**config.mk**
```make
export PLATFORM = sky130hd
export DESIGN_NAME = periodic_interval_timer_unit
export DESIGN_NICKNAME = d
export VERILOG_FILES = /design/src/rtl/core/pit_pkg.sv /design/src/rtl/core/periodic_interval_timer_unit.sv
export SDC_FILE = /design/constraint.sdc
export NUM_CORES = 1
export LEC_CHECK = 0
export BUFFER_PORTS_ARGS = -buffer_cell sky130_fd_sc_hd__clkbuf_2
export CORE_ASPECT_RATIO = 0.75
export CORE_MARGIN = 8
export CORE_UTILIZATION = 30
export DETAILED_ROUTE_END_ITERATION = 12
export GPL_TIMING_DRIVEN = 0
export PLACE_DENSITY_LB_ADDON = 0.12
export SYNTH_ARGS = -nofsm -noshare
export SYNTH_HDL_FRONTEND = slang
export SYNTH_SLANG_ARGS = --single-unit
```
**constraint.sdc**
```tcl
create_clock -name aclk -period 4.7 [get_ports aclk]
set_clock_uncertainty 0.05 [all_clocks]
set_input_delay 0 -clock aclk [delete_from_list [all_inputs] [get_ports aclk]]
set_output_delay 0 -clock aclk [all_outputs]
set_load 0.1 [all_outputs]
```
**src/rtl/core/pit_pkg.sv**
```systemverilog
package pit_pkg;

    // default widths of the timer value and the period counter
    localparam int unsigned VALUE_WIDTH = 20;
    localparam int unsigned COUNT_WIDTH = 12;

    // bus word and mode register layout
    localparam int unsigned READ_WIDTH    = 32;
    localparam int unsigned MODE_IV_WIDTH = 20;
    localparam int unsigned MODE_EN_BIT   = 24;
    localparam int unsigned MODE_IE_BIT   = 25;

    // stream widths
    localparam int unsigned S_TDATA_WIDTH = 24;
    localparam int unsigned S_TUSER_WIDTH = 3;
    localparam int unsigned M_TDATA_WIDTH = 40;

    // operation codes carried in s_tuser
    typedef enum logic [S_TUSER_WIDTH-1:0] {
        OP_TICK       = 3'd0,
        OP_WRITE_MODE = 3'd1,
        OP_READ_STAT  = 3'd2,
        OP_READ_ACK   = 3'd3,
        OP_READ_IMAGE = 3'd4,
        OP_READ_MODE  = 3'd5
    } op_t;

endpackage

```
**src/rtl/core/periodic_interval_timer_unit.sv**
```systemverilog
// channel | ports                   | contents
// --------+-------------------------+------------------------------------------
// input   | s_tvalid/s_tready       | s_tuser: operation; s_tdata: interval,
//         | s_tdata[23:0] s_tuser   |   enable, irq enable
// result  | m_tvalid/m_tready       | m_tdata: read_data, irq_line
//         | m_tdata[39:0]           |
//
// every word passes the input register, then the register update logic into the
// result register; a new word is taken each cycle while the result is not stalled
// the path from input register to result register is the timer compare and add
// reset (aresetn low, synchronous) clears the mode, counter and both stage valids
// a stalled result holds the input stage; s_tready follows m_tready through it
module periodic_interval_timer_unit #(
    parameter int unsigned VALUE_WIDTH = pit_pkg::VALUE_WIDTH,
    parameter int unsigned COUNT_WIDTH = pit_pkg::COUNT_WIDTH
) (
    input  logic                              aclk,
    input  logic                              aresetn,
    input  logic                              s_tvalid,
    output logic                              s_tready,
    // [19:0] new_interval, [20] new_enable, [21] new_irq_enable, zero pad
    input  logic [pit_pkg::S_TDATA_WIDTH-1:0] s_tdata,
    // [2:0] operation
    input  logic [pit_pkg::S_TUSER_WIDTH-1:0] s_tuser,
    output logic                              m_tvalid,
    input  logic                              m_tready,
    // [31:0] read_data, [32] irq_line, zero pad
    output logic [pit_pkg::M_TDATA_WIDTH-1:0] m_tdata
);

    localparam int unsigned IvWidth   = (VALUE_WIDTH < pit_pkg::MODE_IV_WIDTH) ?
                                        VALUE_WIDTH : pit_pkg::MODE_IV_WIDTH;
    localparam int unsigned WordWidth = VALUE_WIDTH + COUNT_WIDTH;
    localparam int unsigned WideWidth = 64;

    // input stage
    logic                               in_valid_reg;
    pit_pkg::op_t                       op_reg;
    logic [pit_pkg::MODE_IV_WIDTH-1:0]  new_iv_reg;
    logic                               new_en_reg;
    logic                               new_ie_reg;

    // timer state
    logic [VALUE_WIDTH-1:0]  interval_reg, interval_next;
    logic                    timer_en_reg, timer_en_next;
    logic                    irq_en_reg, irq_en_next;
    logic [VALUE_WIDTH-1:0]  value_reg, value_next;
    logic [COUNT_WIDTH-1:0]  count_reg, count_next;
    logic                    flag_reg, flag_next;
    logic                    counting_reg, counting_next;

    // result stage
    logic                              out_valid_reg;
    logic [pit_pkg::READ_WIDTH-1:0]    rdata_reg, rdata_next;
    logic                              irq_reg, irq_next;

    logic                              advance;
    logic                              wrap;
    logic [WordWidth-1:0]              value_word;
    logic [WideWidth-1:0]              value_wide;

    // handshake: the input stage moves whenever the result register is free
    assign advance  = !out_valid_reg || m_tready;
    assign s_tready = !in_valid_reg || advance;
    assign m_tvalid = out_valid_reg;
    assign m_tdata  = {{(pit_pkg::M_TDATA_WIDTH - pit_pkg::READ_WIDTH - 1){1'b0}},
                       irq_reg, rdata_reg};

    // input register
    always_ff @(posedge aclk) begin
        if (!aresetn) begin
            in_valid_reg <= 1'b0;
        end else if (s_tready) begin
            in_valid_reg <= s_tvalid;
        end
        if (s_tready && s_tvalid) begin
            op_reg     <= pit_pkg::op_t'(s_tuser);
            new_iv_reg <= s_tdata[pit_pkg::MODE_IV_WIDTH-1:0];
            new_en_reg <= s_tdata[pit_pkg::MODE_IV_WIDTH];
            new_ie_reg <= s_tdata[pit_pkg::MODE_IV_WIDTH+1];
        end
    end

    // count and value word as seen by a value or image read
    assign value_word = {count_reg, value_reg};
    assign value_wide = WideWidth'(value_word);
    assign wrap       = (value_reg >= interval_reg);

    // register update and read mux for one word
    always_comb begin
        interval_next = interval_reg;
        timer_en_next = timer_en_reg;
        irq_en_next   = irq_en_reg;
        value_next    = value_reg;
        count_next    = count_reg;
        flag_next     = flag_reg;
        counting_next = counting_reg;
        rdata_next    = '0;
        unique case (op_reg)
            pit_pkg::OP_TICK: begin
                if (counting_reg) begin
                    if (wrap) begin
                        value_next = '0;
                        count_next = count_reg + COUNT_WIDTH'(1);
                        flag_next  = 1'b1;
                        if (!timer_en_reg) begin
                            counting_next = 1'b0;
                        end
                    end else begin
                        value_next = value_reg + VALUE_WIDTH'(1);
                    end
                end
            end
            pit_pkg::OP_WRITE_MODE: begin
                interval_next = VALUE_WIDTH'(new_iv_reg[IvWidth-1:0]);
                timer_en_next = new_en_reg;
                irq_en_next   = new_ie_reg;
                if (new_en_reg) begin
                    counting_next = 1'b1;
                end
            end
            pit_pkg::OP_READ_STAT: begin
                rdata_next = pit_pkg::READ_WIDTH'(flag_reg);
            end
            pit_pkg::OP_READ_ACK: begin
                rdata_next = value_wide[pit_pkg::READ_WIDTH-1:0];
                flag_next  = 1'b0;
                count_next = '0;
            end
            pit_pkg::OP_READ_IMAGE: begin
                rdata_next = value_wide[pit_pkg::READ_WIDTH-1:0];
            end
            pit_pkg::OP_READ_MODE: begin
                rdata_next = pit_pkg::READ_WIDTH'(interval_reg);
                rdata_next[pit_pkg::MODE_EN_BIT] = timer_en_reg;
                rdata_next[pit_pkg::MODE_IE_BIT] = irq_en_reg;
            end
            default: begin
            end
        endcase
        irq_next = flag_next && irq_en_next;
    end

    // timer state and result register
    always_ff @(posedge aclk) begin
        if (!aresetn) begin
            interval_reg  <= '0;
            timer_en_reg  <= 1'b0;
            irq_en_reg    <= 1'b0;
            value_reg     <= '0;
            count_reg     <= '0;
            flag_reg      <= 1'b0;
            counting_reg  <= 1'b0;
            out_valid_reg <= 1'b0;
        end else if (advance) begin
            out_valid_reg <= in_valid_reg;
            if (in_valid_reg) begin
                interval_reg <= interval_next;
                timer_en_reg <= timer_en_next;
                irq_en_reg   <= irq_en_next;
                value_reg    <= value_next;
                count_reg    <= count_next;
                flag_reg     <= flag_next;
                counting_reg <= counting_next;
            end
        end
        if (advance && in_valid_reg) begin
            rdata_reg <= rdata_next;
            irq_reg   <= irq_next;
        end
    end

`ifndef NO_ASSERTIONS
    // a stopped timer always rests at zero
    assert property (@(posedge aclk) disable iff (!aresetn)
        !counting_reg |-> (value_reg == '0))
        else $error("stopped timer holds a nonzero value");

    // an acknowledging read clears the flag and the period count
    assert property (@(posedge aclk) disable iff (!aresetn)
        (in_valid_reg && advance && op_reg == pit_pkg::OP_READ_ACK)
        |=> (!flag_reg && count_reg == '0))
        else $error("value read did not clear flag and count");

    // a wrap with the enable clear stops the timer
    assert property (@(posedge aclk) disable iff (!aresetn)
        (in_valid_reg && advance && op_reg == pit_pkg::OP_TICK && counting_reg &&
         wrap && !timer_en_reg) |=> !counting_reg)
        else $error("timer kept counting after disabled wrap");

    // every processed word leaves a result
    assert property (@(posedge aclk) disable iff (!aresetn)
        (in_valid_reg && advance) |=> out_valid_reg)
        else $error("processed word produced no result");
`endif

endmodule

```
==> impl_metrics.env <==
export IMPL_yosysWarnings=0
export IMPL_coreArea_um2=16800
export IMPL_utilization_pct=39.5
export IMPL_yosys_area_share_xor_xnor_pct=3.25
export IMPL_r2r_start="value_reg[0]"
export IMPL_synth_edf_count=58
export IMPL_fin_setup_tns_ns=0
export IMPL_ys_types=55
export IMPL_clock_sinks=116
export IMPL_place_area_um2=5760
export IMPL_slowest_stage="dfxtp_1"
export IMPL_place_congestion=0.772
export IMPL_grt_pass1_wl_um=20400
export IMPL_largest_register_ffs=32
export IMPL_track_usage_pct=12.2
export IMPL_timing_hold_ws_ns=0.252
export IMPL_via_per_inst=4.55
export IMPL_fin_ws_ns=2.07
export IMPL_num_antenna_cells=0
export IMPL_synthToLayoutAreaGrowth_pct=29.6
export IMPL_critical_path_class="reg -> reg"
export IMPL_cp_required_ns=4.92
export IMPL_cts_buffer_depth=2
export IMPL_layout_drive_gt1_share_pct=19.7
export IMPL_rsz0062_at_grt="false"
export IMPL_wl_per_cell_um=14.9
export IMPL_regToRegSetupSlack_ns=2.07
export IMPL_yosys_area_share_simple_pct=17.6
export IMPL_critPathMaxFanout=10
export IMPL_synth_compound_area_share_pct=12.5
export IMPL_final_area_um2=6630
export IMPL_leakagePower_nw=2.48
export IMPL_rows=41
export IMPL_period_minus_slack_ns=2.63
export IMPL_cts_root_buf="clkbuf_16"
export IMPL_cp_end_kind="register"
export IMPL_synth_top_family_by_area="simple AND/OR/NAND/NOR gates"
export IMPL_reg2reg_depth=10
export IMPL_clk_latency_ns=0.40
export IMPL_first_iter_violations=245
export IMPL_cp_startpoint="value_reg[0]"
export IMPL_synthAdderAreaFrac_pct=5.38
export IMPL_synth_avg_cell_area_um2=10.8
export IMPL_max_vdd_ir_drop_v=0.000246
export IMPL_cts_tree="yes"
export IMPL_setup_viol=0
export IMPL_crit_path_cell_trace="inv_1, ha_1, nand2b_1, a2111oi_2, o31ai_1, a31o_4, o21ai_4, buf_6, xor2_1, nor2_1"
export IMPL_syn_area_um2=5110
export IMPL_r2r_end="count_reg[0]"
export IMPL_slew_headroom_pct=28.9
export IMPL_critPathTopFamily="compound AO/OA/AOI/OAI gates"
export IMPL_port_buffers=63
export IMPL_fillers=1631
export IMPL_dp_hpwl_um=9010
export IMPL_report_final_slew_viol_count=0
export IMPL_dieWidth_um=167
export IMPL_post_cts_setup_buffers=0
export IMPL_place_ws_ns=2.10
export IMPL_clk_pin_slew_ns=0.05
export IMPL_max_stage_delay_ns=0.41
export IMPL_cp_arrival_ns=2.85
export IMPL_nets=644
export IMPL_ys_ff_latch=116
export IMPL_ant_nets=0
export IMPL_drc=0
export IMPL_dieHeight_um=129
export IMPL_yosysSeqAreaShare_pct=56.8
export IMPL_async_flop_share_pct=0
export IMPL_period_share_pct=56.0
export IMPL_ctsResizeCount=0
export IMPL_status="completed"
export IMPL_cts_inserted_buffers=17
export IMPL_path_buf_inv=2
export IMPL_synth_mux_area_fraction_pct=0
export IMPL_hold_path_class="in -> reg"
export IMPL_max_cap_violations=0
export IMPL_initial_utilization_pct=30.5
export IMPL_tightest_slew_ns=1.07
export IMPL_firstDrtPassIters=6
export IMPL_grt_ovfl_total=0
export IMPL_syn_inst=473
export IMPL_max_freq_mhz=380
export IMPL_wirelength_um=12200
export IMPL_ios=73
export IMPL_via_count=3730
export IMPL_grt_max_degree=26
export IMPL_h_tree_depth=4
export IMPL_cp_start_kind="register"
export IMPL_dominantRegCellSynth="edfxtp_1"
export IMPL_worst_path_stages=10
export IMPL_power_density_nw_per_um2=391
export IMPL_antenna_found_initial=0
export IMPL_die_area_um2=21500
export IMPL_cp_endpoint="count_reg[0]"
export IMPL_grt_pass1_vias=3810
export IMPL_hold_viol_final=0
-- synth_stat cells (2+ instances only) --
master | number | area (µm²)
and2_1 | 12 | 75.1
nand3_1 | 12 | 60.1
xor2_1 | 12 | 105
o31ai_1 | 3 | 22.5
nand2_1 | 71 | 267
nand2b_1 | 2 | 12.5
or4_1 | 2 | 15.0
a22o_1 | 21 | 184
buf_6 | 2 | 22.5
clkbuf_1 | 13 | 48.8
nand4_1 | 7 | 43.8
xnor2_1 | 7 | 61.3
nor2_1 | 32 | 120
a21oi_2 | 2 | 17.5
or3_1 | 8 | 50.1
and2_0 | 2 | 12.5
o21a_1 | 2 | 15.0
buf_4 | 8 | 60.1
nor2b_1 | 4 | 25.0
ha_1 | 22 | 275
and3_1 | 4 | 25.0
and4_1 | 4 | 35.0
o21ai_0 | 2 | 10.0
inv_1 | 23 | 86.3
a21oi_1 | 41 | 205
a211oi_1 | 2 | 15.0
o21ai_1 | 8 | 40.0
a21o_1 | 3 | 22.5
dfxtp_1 | 58 | 1160
a221o_1 | 2 | 20.0
edfxtp_1 | 58 | 1740
-- how the worst min path moves through the flow --
stage,from,endpoint,depth (start not counted)
floorplan,s_tdata[20],new_en_reg,0
global placement,s_tdata[5],new_iv_reg[5],1
detailed placement,s_tdata[1],new_iv_reg[1],1
CTS,s_tdata[5],new_iv_reg[5],2
global route,s_tdata[1],new_iv_reg[1],2
finish,s_tdata[19],new_iv_reg[19],2
-- report_power, final --
group	total (W)	internal [W]	switching (W)
Sequential	0.00110	0.00109	0.0000118
Clock	0.00127	0.000836	0.000433
Combinational	0.000218	0.0000546	0.000163
-- area by class of cell --
| cell class | count | area [µm²] | area share (%) |
|---|---|---|---|
| sequential | 116 | 2900 | 43.8 |
| multi-input combinational | 316 | 2020 | 30.4 |
| timing repair buffer | 93 | 633 | 9.55 |
| clock buffer | 20 | 447 | 6.74 |
| tap | 215 | 269 | 4.06 |
| clock inverter | 12 | 136 | 2.06 |
| buffer | 24 | 136 | 2.06 |
| inverter | 23 | 86.3 | 1.30 |
-- through the flow --
| step | power [W] | instances |
|---|---|---|
| after floorplan | 0.00127 | 479 |
| after global placement | 0.00132 | 757 |
| after detailed placement | 0.00132 | 758 |
| after CTS | 0.00262 | 819 |
| after global routing | 0.00268 | 819 |
| final | 0.00259 | 819 |
-- cell usage in the layout, fill, tap and decap left out, types with 21 or more instances in the layout --
master          n
a21oi_1        41
a22o_1         21
clkbuf_2       63
dfxtp_1        58
dlygate4sd3_1  29
edfxtp_1       58
ha_1           22
inv_1          23
nand2_1        71
nor2_1         32
-- cell families after synthesis --
family | count (synthesis)
and+or+nand+nor | 174
xor gates and xnor gates | 19
adders and majority gates | 22
buffers and inverters | 47
other | 1
DFF | 116
AOI/OAI and AO/OA | 94
-- metal layers --
metal	part of all wire [%]	global-route usage, %
met1	56	18.0
met2	39	16.5
met3	3.8	3.22
met4	1.3	4.75
met5	0	0
-- what timing repair did --
action / 4_1_cts / 5_1_grt
endpoints found under the setup margin: 0 / 0
hold endpoints to repair: 33 / 0
hold buffers: 29 / 0
Note: power is estimated with default switching activity, not from simulation.
